File: src/hdl/vmve_pkg.sv
// Shared types and constants for the value-to-MIDI voice encoder.
// Holds the channel payload structs, the register map and the MIDI byte codes.
// No dependencies; every other file imports this package.
package vmve_pkg;

	// One input beat: request type, MIDI channel and fixed-point level.
	typedef struct packed {
		logic [1:0]         req_type;
		logic [3:0]         channel;
		logic signed [31:0] level;
	} item_t;

	// One output beat: a MIDI byte and the end-of-item mark.
	typedef struct packed {
		logic [7:0] midi_byte;
		logic       last_byte;
	} msg_t;

	// Request type codes.
	localparam logic [1:0] REQ_PITCH   = 2'd0;
	localparam logic [1:0] REQ_VOLUME  = 2'd1;
	localparam logic [1:0] REQ_NOTE    = 2'd2;
	localparam logic [1:0] REQ_ALL_OFF = 2'd3;

	// Register map of the configuration port.
	localparam int CFG_IDX_W = 3;
	localparam logic [CFG_IDX_W-1:0] CFG_PITCH_ANCHOR  = 3'd0;
	localparam logic [CFG_IDX_W-1:0] CFG_VOLUME_ANCHOR = 3'd1;
	localparam logic [CFG_IDX_W-1:0] CFG_VELOCITY      = 3'd2;
	localparam logic [CFG_IDX_W-1:0] CFG_NOTE_FLOOR    = 3'd3;
	localparam logic [CFG_IDX_W-1:0] CFG_NOTE_CEILING  = 3'd4;

	// Register reset values.
	localparam logic [6:0] RST_PITCH_ANCHOR  = 7'd65;
	localparam logic [6:0] RST_VOLUME_ANCHOR = 7'd70;
	localparam logic [6:0] RST_VELOCITY      = 7'd127;
	localparam logic [6:0] RST_NOTE_FLOOR    = 7'd10;
	localparam logic [6:0] RST_NOTE_CEILING  = 7'd100;

	// Current register values as seen by the decoder.
	typedef struct packed {
		logic [6:0] pitch_anchor_note;
		logic [6:0] volume_anchor_note;
		logic [6:0] note_on_velocity;
		logic [6:0] note_floor;
		logic [6:0] note_ceiling;
	} cfg_t;

	// Scale factors applied to the level before the fraction is dropped.
	localparam int FACTOR_W = 9;
	localparam logic [FACTOR_W-1:0] FACTOR_PITCH  = 9'd400;
	localparam logic [FACTOR_W-1:0] FACTOR_VOLUME = 9'd20;
	localparam logic [FACTOR_W-1:0] FACTOR_NOTE   = 9'd5;

	// Clamp limits.
	localparam logic [13:0] PITCH_MAX  = 14'd16383;
	localparam logic [6:0]  VOLUME_MAX = 7'd127;

	// MIDI status nibbles and the volume controller number.
	localparam logic [3:0] ST_NOTE_OFF = 4'h8;
	localparam logic [3:0] ST_NOTE_ON  = 4'h9;
	localparam logic [3:0] ST_CONTROL  = 4'hB;
	localparam logic [3:0] ST_BEND     = 4'hE;
	localparam logic [7:0] CC_VOLUME   = 8'h07;

	// Kind of byte sequence the serializer plays out.
	typedef enum logic [1:0] {
		PK_OFF_ON,
		PK_BEND,
		PK_VOLUME,
		PK_ALL_OFF
	} plan_kind_t;

	// A decoded item: everything the serializer needs to form its bytes.
	typedef struct packed {
		plan_kind_t  kind;
		logic [3:0]  chan;
		logic [6:0]  note_old;
		logic [6:0]  note_new;
		logic [6:0]  velocity;
		logic [13:0] value;
	} plan_t;

	// Position of the last byte inside a three-byte message.
	localparam logic [1:0] BYTE_LAST = 2'd2;

endpackage

File: src/hdl/vmve_cfg_regs.sv
// Configuration register bank of the value-to-MIDI voice encoder.
// Depends on vmve_pkg for the register map and reset values.
module vmve_cfg_regs
	import vmve_pkg::*;
(
	input  logic                 clk,
	input  logic                 arst_n,
	input  logic                 cfg_valid,
	output logic                 cfg_ready,
	input  logic [CFG_IDX_W-1:0] cfg_index,
	input  logic [6:0]           cfg_data,
	output cfg_t                 cfg
);

	cfg_t cfg_q;

	// Writes are always taken.
	assign cfg_ready = 1'b1;
	assign cfg       = cfg_q;

	// Register writes; an index beyond the map is dropped.
	always_ff @(posedge clk or negedge arst_n) begin
		if (!arst_n) begin
			cfg_q.pitch_anchor_note  <= RST_PITCH_ANCHOR;
			cfg_q.volume_anchor_note <= RST_VOLUME_ANCHOR;
			cfg_q.note_on_velocity   <= RST_VELOCITY;
			cfg_q.note_floor         <= RST_NOTE_FLOOR;
			cfg_q.note_ceiling       <= RST_NOTE_CEILING;
		end else if (cfg_valid) begin
			case (cfg_index)
				CFG_PITCH_ANCHOR: begin
					cfg_q.pitch_anchor_note <= cfg_data;
				end
				CFG_VOLUME_ANCHOR: begin
					cfg_q.volume_anchor_note <= cfg_data;
				end
				CFG_VELOCITY: begin
					cfg_q.note_on_velocity <= cfg_data;
				end
				CFG_NOTE_FLOOR: begin
					cfg_q.note_floor <= cfg_data;
				end
				CFG_NOTE_CEILING: begin
					cfg_q.note_ceiling <= cfg_data;
				end
				default: begin
				end
			endcase
		end
	end

endmodule

File: src/hdl/vmve_decode.sv
// Input register, level scaling, clamping and per-voice state of the encoder.
// Depends on vmve_pkg; hands one plan per byte-producing item to vmve_serializer.
module vmve_decode
	import vmve_pkg::*;
#(
	parameter int NUM_VOICES = 3,
	parameter int FRAC_BITS  = 8
) (
	input  logic                    clk,
	input  logic                    arst_n,
	input  logic                    item_valid,
	output logic                    item_stall,
	input  item_t                   item,
	input  cfg_t                    cfg,
	output logic                    plan_valid,
	input  logic                    plan_ready,
	output plan_t                   plan,
	output logic [NUM_VOICES*7-1:0] note_flat
);

	localparam int VI_W   = (NUM_VOICES > 1) ? $clog2(NUM_VOICES) : 1;
	localparam int PROD_W = 31 + FACTOR_W;

	logic              valid_s1;
	item_t             item_s1;
	logic [6:0]        voice_note_q [NUM_VOICES];
	logic [13:0]       voice_last_q [NUM_VOICES];

	logic              ch_ok;
	logic [VI_W-1:0]   vi;
	logic [FACTOR_W-1:0] factor;
	logic [PROD_W-1:0] prod;
	logic [PROD_W-1:0] scaled;
	logic [13:0]       pitch_val;
	logic [6:0]        vol_val;
	logic [6:0]        note_cap;
	logic [6:0]        note_val;
	logic [6:0]        cur_note;
	logic [13:0]       cur_last;
	logic [6:0]        anchor;
	logic [13:0]       val14;
	logic              emit;
	logic              note_we;
	logic [6:0]        note_wval;
	logic              last_we;
	logic              clear_all;
	logic              take_s1;
	logic              plan_fire;

	// Input register: a new beat enters whenever the held one leaves.
	assign take_s1    = valid_s1 && (!emit || plan_ready);
	assign item_stall = valid_s1 && !take_s1;
	assign plan_fire  = valid_s1 && emit && plan_ready;
	assign plan_valid = valid_s1 && emit;

	always_ff @(posedge clk or negedge arst_n) begin
		if (!arst_n) begin
			valid_s1 <= 1'b0;
		end else if (!item_stall) begin
			valid_s1 <= item_valid;
		end
	end

	always_ff @(posedge clk) begin
		if (item_valid && !item_stall) begin
			item_s1 <= item;
		end
	end

	// Voice lookup.
	assign ch_ok    = (item_s1.channel != 4'd0) && (5'(item_s1.channel) <= 5'(NUM_VOICES));
	assign vi       = VI_W'(item_s1.channel - 4'd1);
	assign cur_note = voice_note_q[vi];
	assign cur_last = voice_last_q[vi];

	// Scaling: a negative level gives a scaled value of zero.
	always_comb begin
		case (item_s1.req_type)
			REQ_PITCH:  factor = FACTOR_PITCH;
			REQ_VOLUME: factor = FACTOR_VOLUME;
			default:    factor = FACTOR_NOTE;
		endcase
		prod   = PROD_W'(item_s1.level[30:0]) * PROD_W'(factor);
		scaled = item_s1.level[31] ? '0 : (prod >> FRAC_BITS);
	end

	// Clamping per request type; for notes the floor wins over the ceiling.
	always_comb begin
		if (scaled > PROD_W'(PITCH_MAX)) begin
			pitch_val = PITCH_MAX;
		end else if (scaled == '0) begin
			pitch_val = 14'd1;
		end else begin
			pitch_val = scaled[13:0];
		end
		if (scaled > PROD_W'(VOLUME_MAX)) begin
			vol_val = VOLUME_MAX;
		end else if (scaled == '0) begin
			vol_val = 7'd1;
		end else begin
			vol_val = scaled[6:0];
		end
		note_cap = (scaled > PROD_W'(cfg.note_ceiling)) ? cfg.note_ceiling : scaled[6:0];
		note_val = (note_cap < cfg.note_floor) ? cfg.note_floor : note_cap;
	end

	// Decision: which byte sequence this item causes and how the voice changes.
	always_comb begin
		anchor = (item_s1.req_type == REQ_PITCH) ? cfg.pitch_anchor_note
		                                         : cfg.volume_anchor_note;
		val14  = (item_s1.req_type == REQ_PITCH) ? pitch_val : {7'd0, vol_val};

		emit      = 1'b0;
		note_we   = 1'b0;
		note_wval = anchor;
		last_we   = 1'b0;
		clear_all = 1'b0;

		plan.kind     = PK_OFF_ON;
		plan.chan     = item_s1.channel;
		plan.note_old = cur_note;
		plan.note_new = anchor;
		plan.velocity = cfg.note_on_velocity;
		plan.value    = val14;

		if (item_s1.req_type == REQ_ALL_OFF) begin
			emit      = 1'b1;
			clear_all = 1'b1;
			plan.kind = PK_ALL_OFF;
		end else if (ch_ok) begin
			if (item_s1.req_type == REQ_NOTE) begin
				if (cur_note != note_val) begin
					emit          = 1'b1;
					note_we       = 1'b1;
					note_wval     = note_val;
					plan.note_new = note_val;
				end
			end else if (cur_note != anchor) begin
				emit    = 1'b1;
				note_we = 1'b1;
			end else if (cur_last != val14) begin
				emit      = 1'b1;
				last_we   = 1'b1;
				plan.kind = (item_s1.req_type == REQ_PITCH) ? PK_BEND : PK_VOLUME;
			end
		end
	end

	// Voice state, updated when the plan is handed over.
	always_ff @(posedge clk or negedge arst_n) begin
		if (!arst_n) begin
			for (int i = 0; i < NUM_VOICES; i++) begin
				voice_note_q[i] <= 7'd0;
				voice_last_q[i] <= 14'd0;
			end
		end else if (plan_fire) begin
			if (clear_all) begin
				for (int i = 0; i < NUM_VOICES; i++) begin
					voice_note_q[i] <= 7'd0;
				end
			end
			if (note_we) begin
				voice_note_q[vi] <= note_wval;
			end
			if (last_we) begin
				voice_last_q[vi] <= val14;
			end
		end
	end

	// Flat copy of the notes for the all-voices-off sequence.
	always_comb begin
		for (int i = 0; i < NUM_VOICES; i++) begin
			note_flat[i*7 +: 7] = voice_note_q[i];
		end
	end

	// A held item stalls the input only while it waits on the serializer.
	a_stall_needs_item: assert property (@(posedge clk) disable iff (!arst_n)
		item_stall |-> (valid_s1 && emit && !plan_ready))
		else $error("input stalled without a waiting item");

	// All voices off leaves every voice silent.
	a_all_off_clears: assert property (@(posedge clk) disable iff (!arst_n)
		(plan_fire && clear_all) |=> (note_flat == '0))
		else $error("voice notes not cleared by all voices off");

	// Voice state changes only when a plan is handed over.
	a_state_on_fire: assert property (@(posedge clk) disable iff (!arst_n)
		!plan_fire |=> $stable(note_flat))
		else $error("voice note changed without a plan");

endmodule

File: src/hdl/vmve_serializer.sv
// Byte serializer of the value-to-MIDI voice encoder: plays one plan out as
// MIDI bytes through an output register. Depends on vmve_pkg.
module vmve_serializer
	import vmve_pkg::*;
#(
	parameter int NUM_VOICES = 3
) (
	input  logic                    clk,
	input  logic                    arst_n,
	input  logic                    plan_valid,
	output logic                    plan_ready,
	input  plan_t                   plan,
	input  logic [NUM_VOICES*7-1:0] note_flat,
	output logic                    msg_valid,
	input  logic                    msg_stall,
	output msg_t                    msg
);

	localparam int MSG_N = (NUM_VOICES > 2) ? NUM_VOICES : 2;
	localparam int MSG_W = $clog2(MSG_N);
	localparam logic [MSG_W-1:0] ALL_OFF_LAST = MSG_W'(NUM_VOICES - 1);

	plan_t            plan_s2;
	logic [6:0]       snap_q [NUM_VOICES];
	logic             active_q;
	logic [1:0]       byte_q;
	logic [MSG_W-1:0] msg_q;
	logic             out_valid_q;
	msg_t             out_q;

	logic             advance;
	logic [MSG_W-1:0] msg_last;
	logic             is_last;
	logic             first_msg;
	logic [4:0]       off_ch_wide;
	logic [7:0]       b0;
	logic [7:0]       b1;
	logic [7:0]       b2;
	logic [7:0]       cur_byte;

	// A byte moves into the output register when that register is free or
	// its beat is taken this cycle.
	assign advance    = active_q && (!out_valid_q || !msg_stall);
	assign plan_ready = !active_q || (advance && is_last);
	assign msg_valid  = out_valid_q;
	assign msg        = out_q;

	// Index of the last message of the current plan.
	always_comb begin
		case (plan_s2.kind)
			PK_OFF_ON:  msg_last = MSG_W'(1);
			PK_ALL_OFF: msg_last = ALL_OFF_LAST;
			default:    msg_last = '0;
		endcase
		is_last = (byte_q == BYTE_LAST) && (msg_q == msg_last);
	end

	// Byte formation for the current message and position.
	always_comb begin
		first_msg   = (msg_q == '0);
		off_ch_wide = 5'(msg_q) + 5'd1;
		case (plan_s2.kind)
			PK_OFF_ON: begin
				b0 = {first_msg ? ST_NOTE_OFF : ST_NOTE_ON, plan_s2.chan};
				b1 = {1'b0, first_msg ? plan_s2.note_old : plan_s2.note_new};
				b2 = {1'b0, first_msg ? 7'd0 : plan_s2.velocity};
			end
			PK_BEND: begin
				b0 = {ST_BEND, plan_s2.chan};
				b1 = {1'b0, plan_s2.value[6:0]};
				b2 = {1'b0, plan_s2.value[13:7]};
			end
			PK_VOLUME: begin
				b0 = {ST_CONTROL, plan_s2.chan};
				b1 = CC_VOLUME;
				b2 = {1'b0, plan_s2.value[6:0]};
			end
			default: begin
				b0 = {ST_NOTE_OFF, off_ch_wide[3:0]};
				b1 = {1'b0, snap_q[msg_q]};
				b2 = 8'd0;
			end
		endcase
		case (byte_q)
			2'd0:    cur_byte = b0;
			2'd1:    cur_byte = b1;
			default: cur_byte = b2;
		endcase
	end

	// Sequencer: position counters and the active flag.
	always_ff @(posedge clk or negedge arst_n) begin
		if (!arst_n) begin
			active_q <= 1'b0;
			byte_q   <= 2'd0;
			msg_q    <= '0;
		end else if (plan_valid && plan_ready) begin
			active_q <= 1'b1;
			byte_q   <= 2'd0;
			msg_q    <= '0;
		end else if (advance) begin
			if (is_last) begin
				active_q <= 1'b0;
			end else if (byte_q == BYTE_LAST) begin
				byte_q <= 2'd0;
				msg_q  <= msg_q + MSG_W'(1);
			end else begin
				byte_q <= byte_q + 2'd1;
			end
		end
	end

	// Plan and note snapshot, captured as the plan is taken.
	always_ff @(posedge clk) begin
		if (plan_valid && plan_ready) begin
			plan_s2 <= plan;
			for (int i = 0; i < NUM_VOICES; i++) begin
				snap_q[i] <= note_flat[i*7 +: 7];
			end
		end
	end

	// Output register.
	always_ff @(posedge clk or negedge arst_n) begin
		if (!arst_n) begin
			out_valid_q <= 1'b0;
		end else if (advance) begin
			out_valid_q <= 1'b1;
		end else if (!msg_stall) begin
			out_valid_q <= 1'b0;
		end
	end

	always_ff @(posedge clk) begin
		if (advance) begin
			out_q.midi_byte <= cur_byte;
			out_q.last_byte <= is_last;
		end
	end

	// The byte position never passes the end of a message.
	a_byte_in_range: assert property (@(posedge clk) disable iff (!arst_n)
		byte_q <= BYTE_LAST)
		else $error("byte position out of range");

	// The message index stays within the plan.
	a_msg_in_range: assert property (@(posedge clk) disable iff (!arst_n)
		active_q |-> (msg_q <= msg_last))
		else $error("message index beyond plan");

	// A plan taken always starts a sequence at its first byte.
	a_plan_starts: assert property (@(posedge clk) disable iff (!arst_n)
		(plan_valid && plan_ready) |=> (active_q && byte_q == 2'd0 && msg_q == '0))
		else $error("plan did not start at its first byte");

endmodule

File: src/hdl/value_to_midi_voice_encoder.sv
// Top level of the value-to-MIDI voice encoder.
// Depends on vmve_pkg, vmve_cfg_regs, vmve_decode and vmve_serializer.
//
//   Port group   Handshake               Beat
//   item         item_valid/item_stall   item_t: req_type, channel, level
//   msg          msg_valid/msg_stall     msg_t: midi_byte, last_byte
//   cfg          cfg_valid/cfg_ready     cfg_index, cfg_data (7 bits)
//
// An item is scaled, clamped and checked against its voice in the input register,
// where it waits until the serializer takes its plan; an item that causes no bytes
// leaves without waiting. Its 3 or 6 bytes (3*NUM_VOICES for all voices off) go out
// one per cycle from the output register while msg_stall is low; the serializer sets
// the rate. Reset clears the voice state and restores the register defaults; there
// is no clearing pass. msg_stall holds the output beat and backs up to item_stall.
module value_to_midi_voice_encoder
	import vmve_pkg::*;
#(
	parameter int NUM_VOICES = 3,
	parameter int FRAC_BITS  = 8
) (
	input  logic                 clk,
	input  logic                 arst_n,
	input  logic                 item_valid,
	output logic                 item_stall,
	input  item_t                item,
	output logic                 msg_valid,
	input  logic                 msg_stall,
	output msg_t                 msg,
	input  logic                 cfg_valid,
	output logic                 cfg_ready,
	input  logic [CFG_IDX_W-1:0] cfg_index,
	input  logic [6:0]           cfg_data
);

	cfg_t                    cfg;
	logic                    plan_valid;
	logic                    plan_ready;
	plan_t                   plan;
	logic [NUM_VOICES*7-1:0] note_flat;

	// Configuration registers.
	vmve_cfg_regs u_cfg_regs (
		.clk       (clk),
		.arst_n    (arst_n),
		.cfg_valid (cfg_valid),
		.cfg_ready (cfg_ready),
		.cfg_index (cfg_index),
		.cfg_data  (cfg_data),
		.cfg       (cfg)
	);

	// Input register, scaling and voice state.
	vmve_decode #(
		.NUM_VOICES (NUM_VOICES),
		.FRAC_BITS  (FRAC_BITS)
	) u_decode (
		.clk        (clk),
		.arst_n     (arst_n),
		.item_valid (item_valid),
		.item_stall (item_stall),
		.item       (item),
		.cfg        (cfg),
		.plan_valid (plan_valid),
		.plan_ready (plan_ready),
		.plan       (plan),
		.note_flat  (note_flat)
	);

	// Byte serializer and output register.
	vmve_serializer #(
		.NUM_VOICES (NUM_VOICES)
	) u_serializer (
		.clk        (clk),
		.arst_n     (arst_n),
		.plan_valid (plan_valid),
		.plan_ready (plan_ready),
		.plan       (plan),
		.note_flat  (note_flat),
		.msg_valid  (msg_valid),
		.msg_stall  (msg_stall),
		.msg        (msg)
	);

endmodule
File: config.mk
export PLATFORM = sky130hd
export DESIGN_NAME = value_to_midi_voice_encoder
export DESIGN_NICKNAME = d
export VERILOG_FILES = /design/src/hdl/vmve_pkg.sv /design/src/hdl/vmve_cfg_regs.sv /design/src/hdl/vmve_decode.sv /design/src/hdl/vmve_serializer.sv /design/src/hdl/value_to_midi_voice_encoder.sv
export SDC_FILE = /design/constraint.sdc
export NUM_CORES = 1
export LEC_CHECK = 0
export ABC_AREA = 1
export BUFFER_PORTS_ARGS = -buffer_cell sky130_fd_sc_hd__clkbuf_2
export CORE_ASPECT_RATIO = 0.5
export CORE_MARGIN = 3
export CORE_UTILIZATION = 30
export CTS_CLUSTER_SIZE = 40
export DETAILED_ROUTE_END_ITERATION = 7
export GPL_TIMING_DRIVEN = 0
export PLACE_DENSITY = 0.52
export SLEW_MARGIN = 20
export SYNTH_ARGS = -nofsm -noshare
export SYNTH_HDL_FRONTEND = slang
export SYNTH_SLANG_ARGS = --single-unit
File: constraint.sdc
create_clock -name clk -period 12.96 [get_ports clk]
set_input_delay 1.944 -clock clk [delete_from_list [all_inputs] [get_ports clk]]
set_output_delay 1.944 -clock clk [all_outputs]
set_load 0.01 [all_outputs]
==> results.toml, run 1 <==
[status]
outcome = "finished clean"

[yosys]
synthAdderAreaFrac_pct = 20.4
ys_seq_area_share_pct = 33.5
synth_ff_type = "edfxtp_1"
synth_edf_count = 109
synthArstFlopShare_pct = 49.1
netlist_instances = 2275
synth_top_cell_area_share_pct = 18.5
synthDistinctLibCells = 55
yosysTopAreaCell = "edfxtp_1"
synth.avg_cell_area_um2 = 7.77
syn_nets = 2569
ys_warn_count = 0
synth_mux_area_share_pct = 0.680
synth_seq_cells = 214
synth_top_family_by_area = "simple AND/OR/NAND/NOR gates"
yosys.area_share.simple_pct = 23.8
synth_xor_area_share_pct = 0.892
syn_area_um2 = 17700
ys_top_cells_by_area = "edfxtp_1 19%, dfrtp_1 12%, nand2_1 12%"
synth-compound-area-share_pct = 9.23

[layout]
layout-drive-gt1-share_pct = 7.75
final_cell_mix = "557 x nand2_1, 461 x inv_1, 208 x nor2_1, 162 x ha_1, 156 x nand3_1"
fin_nets = 2661
antennaDiodeCount = 0
area_delta_synth_final_pct = 12.5
layout_commonest_cell = "nand2_1"

[clocking]
clkTransAtPathRegs_ns = 0.07
cts_buffers = 25
cts.sinks = 214
cts_tree = "built"
htree_levels = 1
clockRootBuffer = "clkbuf_16"
cts_max_path_buffers = 3
hold_buffers = 0
clk_latency_ns = 0.58

[floorplan]
rows = 62
fp.dieArea_um2 = 62000
io_pins = 65
core_um2 = 57800
die_h_um = 178
die_w_um = 349
start_util_pct = 30.6

[worst_setup_path]
cp_slowest_cell = "fa_1"
crit_arrival_ns = 10.02
crit_family = "simple AND/OR/NAND/NOR gates"
start_kind = "flip-flop"
cpPeakStageDelay_ns = 0.54
worstPathMaxFanout = 10
path_common_cell = "nand2_1"
worst-path-buf-inv = 11
endpoint_kind = "primary output"
required_ns = 11.02
path_class = "reg -> out"

[route]
firstDrtPassIters = 5
route.antenna.remaining_nets = 0
vias_per_cell = 4.60
drt_iter0_drc = 956
routed_wl_um = 48500
drc = 0
post_drt_wl_per_cell_um = 15.4
vias = 14494

[grt]
antenna_found_initial = 0
grt_pass1_vias = 14221
grt_max_degree = 77
grt_pass1_wl_um = 77800
grt_usage_pct = 15.8
overflow = 0

[place]
gp_congestion = 0.895
dp_hpwl_um = 38600
io_buffers = 63
dp_worst_setup_slack_ns = 1.22

[timing]
tightest_slew_ns = 0.956
maxSlewViolCount = 0
setup_viol = 0
hold_violations = 0
finalCritPeriodShare_pct = 92.3
slew_headroom_pct = 36.3
skew_ns = 0.0223
timing.final.ws_setup_ns = 0.994
timing.fmax_mhz = 83.6
min_period_ns = 11.97
holdWs_ns = 0.475

[power]
power_density_nw_per_um2 = 225
peakVddDrop_uv = 133
p_leak_nw = 10.3

[job]
drv_cap = 0

[min_path]
hp-class = "reg -> reg"
-- flip-flops by register name, summed over array words and instances (netlist names) --
signal / flops
u_decode.plan: 4
u_decode.valid_s1: 1
u_serializer.msg: 9
u_serializer.active_q: 1
u_serializer.plan_s2: 41
u_decode.note_flat: 21
u_serializer.msg_q: 2
u_serializer.byte_q: 2
u_cfg_regs.cfg: 35
u_decode.voice_last_q: 42
u_decode.item_s1: 34
u_serializer.snap_q: 21
u_serializer.msg_valid: 1
-- layout make-up --
class / instances / area [um^2]
timing repair buffer: 65 / 372
tap: 768 / 961
multi-input combinational: 1531 / 9730
sequential: 214 / 5920
buffer: 57 / 254
clock buffer: 30 / 686
inverter: 473 / 1780
clock inverter: 16 / 184
fill: 6147 / 37900
-- routing by layer --
layer | wire length, um | part of all wire (%) | GRT usage [%] | up-vias
met5 | 0 | 0 | 0 | -
met4 | 1390 | 2.9 | 4.42 | 0
met3 | 2180 | 4.5 | 2.33 | 67
met2 | 21300 | 44 | 25.4 | 278
met1 | 23700 | 49 | 22.2 | 6768
li1 | - | - | - | 7381
-- power by group --
group | internal, mW | switching (mW)
combinational | 0.910 | 1.81
clock | 0.442 | 0.321
sequential | 0.893 | 0.0924
total | 2.25 | 2.23
-- timing repair --
item                       CTS  global route
gates resized for setup      0             5
buffers inserted             0             0
setup endpoints to repair    0             1
-- metrics by stage --
| step | utilization, % | setup TNS (ns) | instance area [um^2] | instances | power, mW |
|---|---|---|---|---|---|
| floorplan | - | 0 | 17700 | 2275 | 2.95 |
| global placement | 32.8 | 0 | 18900 | 3106 | 3.69 |
| detailed placement | 32.9 | 0 | 19000 | 3108 | 3.71 |
| CTS | 34.4 | 0 | 19900 | 3154 | 4.50 |
| global route | 34.4 | -0.0384 | 19900 | 3154 | 4.96 |
| finish | 34.4 | 0 | 19900 | 3154 | 4.47 |
-- worst reg2reg max path, delay by kind of cell (launching register included) --
family                     cells  cell delay, ns
AOI/OAI and AO/OA              6            1.17
and+or+nand+nor               24            2.96
DFF                            1            0.44
adders and majority gates      7            2.90
buffers and inverters         11            2.54
-- logic make-up after synthesis --
logic type                 Yosys count
muxes                               12
other                                1
and+or+nand+nor                    999
DFF                                214
adders and majority gates          241
xor gates and xnor gates            18
buffers and inverters              530
AOI/OAI and AO/OA                  260
-- path summary, 6_finish.rpt --
path,from,to,slack (ns),cells after the start
min in group asynchronous,arst_n,u_cfg_regs.cfg[29],1.26,1
max,u_decode.item_s1[37],item_stall,0.99,47
min,u_decode.plan[38],u_serializer.plan_s2[38],0.48,0
max reg2reg,u_decode.item_s1[37],u_serializer.plan_s2[20],2.51,48
max in group asynchronous,arst_n,u_decode.voice_last_q[16],10.99,2
min reg2reg,u_decode.plan[38],u_serializer.plan_s2[38],0.48,0
-- cell usage after synthesis, drive strengths merged (7+ instances only) --
cell,number
or2,15
nand2,564
xor2,8
xnor2,10
o21ai,94
o21a,8
nor3,12
o221ai,7
buf,24
clkbuf,33
dfrtp,88
nand3b,8
mux2i,12
fa,79
o21bai,49
dfstp,17
a21oi,54
ha,162
o211ai,15
edfxtp,109
a22oi,13
o31ai,7
nand4,17
inv,469
nand3,160
nor2,215
(Power assumes the default switching activity.)
==> inputs of run 2 (changes only) <==
- clock period: 12.96 -> 12.7 ns (I/O delays scaled with it)
==> run 2 against run 1 <==
  * Critical path type unchanged
  * First-iteration DRC count unchanged
  * Flip-flop and latch count did not move
  * Critical endpoint unchanged
  * Critical path depth stayed put
  * Routed wire length about the same
  * Hold slack did not move
  * Clock skew hardly changed
  * Largest cell class unchanged
  * Setup slack gained 0.0027 ns
  * Clock-buffer cell count stayed put
  * Sequential power barely moved
==> results.toml, run 2 (same netlist as run 1, synthesis figures left out) <==
[layout]
antennaDiodeCount = 0
fillers = 6146
layout_commonest_cell = "nand2_1"
area_delta_synth_final_pct = 12.5
fin_nets = 2661
layout-drive-gt1-share_pct = 7.84
final_cell_mix = "557 x nand2_1, 461 x inv_1, 208 x nor2_1, 162 x ha_1, 156 x nand3_1"
top_register = "u_decode.voice_last_q"
largest_reg_flops = 42

[grt]
antenna_found_initial = 0
grt_max_degree = 77
grt_usage_pct = 15.8
grt_pass1_vias = 14221
overflow = 0
grt_pass1_wl_um = 77800

[floorplan]
io_pins = 65
core_um2 = 57800
die_h_um = 178
rows = 62
die_w_um = 349
fp.dieArea_um2 = 62000
start_util_pct = 30.6

[timing]
timing.fmax_mhz = 85.4
min_period_ns = 11.70
setup_viol = 0
finalCritPeriodShare_pct = 92.2
maxSlewViolCount = 0
rsz0062_at_grt = "no"
skew_ns = 0.0225
holdWs_ns = 0.475
hold_violations = 0
slew_headroom_pct = 36.3
finalSetupTns_ns = 0
tightest_slew_ns = 0.955

[power]
power_density_nw_per_um2 = 229
peakVddDrop_uv = 136
p_total_mw = 4.56
p_leak_nw = 10.3

[route]
routed_wl_um = 48600
post_drt_wl_per_cell_um = 15.4
route.antenna.remaining_nets = 0
firstDrtPassIters = 5
vias = 14498
drt_iter0_drc = 956
drc = 0
vias_per_cell = 4.60

[clocking]
post_cts_buffers = 0
cts.sinks = 214
cts_tree = "built"
htree_levels = 1
clkTransAtPathRegs_ns = 0.07
cts_buffers = 25
clockRootBuffer = "clkbuf_16"
cts_max_path_buffers = 3
clk_latency_ns = 0.58

[worst_setup_path]
worstRegToRegCells = 48
start_kind = "flip-flop"
path_common_cell = "nand2_1"
worst-path-buf-inv = 11
required_ns = 10.80
path_class = "reg -> out"
cp_slowest_cell = "fa_1"
endpoint_kind = "primary output"
cpPeakStageDelay_ns = 0.54
crit_arrival_ns = 9.80
crit_family = "adder cells"
worstPathMaxFanout = 10
r2r_end = "u_serializer.plan_s2[20]"
ff2ff_setup_slack_ns = 2.47
timing.rr.start = "u_decode.item_s1[37]"

[status]
outcome = "finished clean"

[min_path]
hp-class = "reg -> reg"
min_path_cells = 0
min_to = "u_serializer.plan_s2[38]"
hp-start = "u_decode.plan[38]"

[job]
drv_cap = 0

[place]
io_buffers = 63
dp_hpwl_um = 38600
gp_congestion = 0.895
-- run 2: worst max-delay path by stage --
stage,end,depth (start not counted),slack [ns],from
finish,item_stall,47,1.0,u_decode.item_s1[37]
global route,item_stall,47,0.02,u_decode.item_s1[37]
CTS,item_stall,44,0.32,u_decode.item_s1[37]
detailed placement,item_stall,44,1.0,u_decode.item_s1[37]
global placement,item_stall,44,1.0,u_decode.item_s1[37]
floorplan,item_stall,46,3.09,u_decode.item_s1[37]
-- run 2: layout make-up --
class	instances	area, um^2	area share, %
repair buffers	65	372	1.87
flip-flops and latches	214	5920	29.8
clock buffers	30	686	3.45
multi-input cells	1531	9730	48.9
plain buffers	57	255	1.28
inverters	473	1780	8.93
well taps	768	961	4.83
clock inverters	16	184	0.925
-- run 2: per-layer routing --
layer / vias up / wire length, um / track usage (%)
met3: 67 / 2210 / 2.33
li1: 7381 / - / -
met1: 6770 / 23700 / 22.2
met5: - / 0 / 0
met4: 0 / 1370 / 4.42
met2: 280 / 21300 / 25.4
-- run 2: stage by stage --
stage / instance area (um^2) / util (%) / setup slack (ns) / cells
floorplan: 17700 / - / 3.09 / 2275
global placement: 18900 / 32.8 / 0.998 / 3106
detailed placement: 19000 / 32.9 / 0.997 / 3108
CTS: 19900 / 34.4 / 0.321 / 3154
global route: 19900 / 34.4 / 0.0226 / 3154
finish: 19900 / 34.4 / 0.997 / 3154
-- run 2: report_power, final --
part	internal [mW]	switching (mW)	leakage [nW]
Clock	0.451	0.328	0.431
Sequential	0.912	0.0943	2.14
Combinational	0.929	1.85	7.74
-- run 2: what timing repair did --
action,CTS,global route
endpoints found under the setup margin,0,1
gates resized for setup,0,7
hold buffers,0,0
==> inputs of run 3 (changes only) <==
- SYNTH_HIERARCHICAL: default -> 1
==> run 3 against run 2 <==
  * Via count increased by 1.2%
  * Sequential share of layout area decreased by 0.28 points
  * Total power is 14% lower
==> results.toml, run 3 <==
[worst_setup_path]
worstPathMaxFanout = 10
required_ns = 10.80
path_common_cell = "nand2_1"
endpoint_kind = "primary output"
ff2ff_setup_slack_ns = 2.60
cpPeakStageDelay_ns = 0.55
cp_slowest_cell = "fa_1"
start_kind = "flip-flop"
path_class = "reg -> out"
crit_arrival_ns = 9.92

[yosys]
synthAdderAreaFrac_pct = 20.4
synth_commonest_cells = "566 x nand2_1, 410 x inv_1, 209 x nor2_1, 183 x nand3_1, 163 x ha_1"
netlist_instances = 2281
ys_seq_area_share_pct = 33.3
synth_mux_area_share_pct = 0.282
synth_ff_type = "edfxtp_1"
synthDistinctLibCells = 52
synth.most_common_cell = "nand2_1"
ys_top_cells_by_area = "edfxtp_1 18%, dfrtp_1 12%, nand2_1 12%"
synth_seq_cells = 214
yosysTopAreaCell = "edfxtp_1"
syn_nets = 2576
synthArstFlopShare_pct = 49.1
synth_top_family_by_area = "simple AND/OR/NAND/NOR gates"
synth-compound-area-share_pct = 8.59
synth.avg_cell_area_um2 = 7.79
synth_top_cell_area_share_pct = 18.4
syn_area_um2 = 17800
synth_xor_area_share_pct = 1.23
yosys.area_share.simple_pct = 25.2
ys_warn_count = 6
synth_edf_count = 109

[power]
peakVddDrop_uv = 135
p_switching_mw = 1.86
p_comb_share_pct = 56.7
p_clk_share_pct = 18.8
p_total_mw = 3.93
p_seq_share_pct = 24.5
power_density_nw_per_um2 = 196
p_leak_nw = 10.2
swShare_pct = 47.4
p_int_mw = 2.06

[layout]
largest_reg_flops = 42
top_register = "u_decode/voice_last_q"
layout_commonest_cell = "nand2_1"
layout-drive-gt1-share_pct = 8.72
utilization_pct = 34.6
fin_area_um2 = 20100
antennaDiodeCount = 0
area_delta_synth_final_pct = 12.9
fin_nets = 2674
final_cell_mix = "566 x nand2_1, 408 x inv_1, 208 x nor2_1, 183 x nand3_1, 163 x ha_1"

[route]
route.antenna.remaining_nets = 0
routed_wl_um = 48900
drc = 0
vias = 14673
vias_per_cell = 4.63
firstDrtPassIters = 7
post_drt_wl_per_cell_um = 15.4
drt_iter0_drc = 990

[place]
dp_hpwl_um = 39100
dp_worst_setup_slack_ns = -0.266
gp_congestion = 0.919
post_dp_cell_area_um2 = 19200
io_buffers = 63

[timing]
min_period_ns = 11.83
rsz0062_at_grt = "no"
finalCritPeriodShare_pct = 93.1
tightest_slew_ns = 0.934
holdWs_ns = 0.462
skew_ns = 0.0200
timing.fmax_mhz = 84.6
maxSlewViolCount = 0
slew_headroom_pct = 37.2
timing.final.ws_setup_ns = 0.874
hold_violations = 0
setup_viol = 0

[grt]
overflow = 0
grt_usage_pct = 15.9
grt_max_degree = 65
grt_pass1_vias = 14302
grt_pass1_wl_um = 78700
antenna_found_initial = 0

[floorplan]
fp.dieArea_um2 = 62400
die_h_um = 178
die_w_um = 350
io_pins = 65
core_um2 = 57900
rows = 62
start_util_pct = 30.7

[clocking]
htree_levels = 1
cts_max_path_buffers = 3
cts_tree = "built"
cts.sinks = 214
clkTransAtPathRegs_ns = 0.06
clockRootBuffer = "clkbuf_16"
clk_latency_ns = 0.58
cts_buffers = 25

[min_path]
hp-class = "reg -> reg"

[job]
drv_cap = 0

[status]
outcome = "finished clean"
-- run 3: worst paths after layout --
check / startpoint / endpoint / cells after the start
max in group asynchronous: arst_n / u_cfg_regs/cfg[22] / 2
worst max-delay path: u_decode/item_s1[37] / item_stall / 47
min in group asynchronous: arst_n / u_decode/note_flat[7] / 1
worst max register to register: u_decode/item_s1[37] / u_decode/item_s1[21] / 48
worst min register to register: u_cfg_regs/cfg[18] / u_cfg_regs/cfg[18] / 2
worst min-delay path: u_cfg_regs/cfg[18] / u_cfg_regs/cfg[18] / 2
-- run 3: per-layer routing --
layer  wire length, um  vias to the layer above  track usage (%)  share of wire (%)
met5                 0                        -                0                  0
met4               935                        0             3.38                1.9
met3              2120                       50             1.99                4.3
met2             22100                      286             26.4                 45
met1             23800                     6907             22.3                 49
li1                  -                     7430                -                  -
-- run 3: power groups by stage --
| stage | sequential [mW] | combinational [mW] | clock, mW |
|---|---|---|---|
| 5_1_grt | 0.975 | 2.56 | 0.791 |
| 2_1_floorplan | 0.953 | 1.61 | 0 |
| 6_report | 0.960 | 2.23 | 0.739 |
| 3_5_place_dp | 0.975 | 2.21 | 0 |
| 4_1_cts | 0.963 | 2.23 | 0.763 |
| 3_3_place_gp | 0.980 | 2.18 | 0 |
-- run 3: layout make-up --
type                            instances  area, um^2
Buffer                                 71         388
Clock buffer                           37         702
Clock inverter                          9         120
Fill cell                            6110       37900
Inverter                              417        1570
Multi-Input combinational cell       1577        9920
Sequential cell                       214        5920
Tap cell                              768         961
Timing Repair Buffer                   73         492
-- run 3: critical path: cells and delay by family (launching register included) --
kind	cells	cell delay (ns)
buffers and inverters	11	1.47
flip-flops	1	0.52
adder cells (fa/ha/maj)	7	2.92
AO/OA/AOI/OAI	7	1.29
AND/OR/NAND/NOR	22	3.11
-- run 3: what timing repair did --
item                                    in CTS  in global routing
endpoints found under the hold margin        0                  0
hold buffers                                 0                  0
endpoints found under the setup margin       1                  1
resized for setup                            2                  4
setup buffers                                1                  4
-- run 3: through the flow --
step                      TNS [ns]  cells
after floorplan                  0   2281
after global placement     -187.24   3112
after detailed placement    -0.266   3117
after CTS                        0   3163
after global routing             0   3166
final                            0   3166
-- run 3: logic make-up after synthesis --
kind of cell | count (synthesis)
simple gates | 1048
buf+inv | 490
compound gates | 256
fa+ha+maj | 242
flops | 214
xor+xnor | 25
mux | 5
other cells | 1
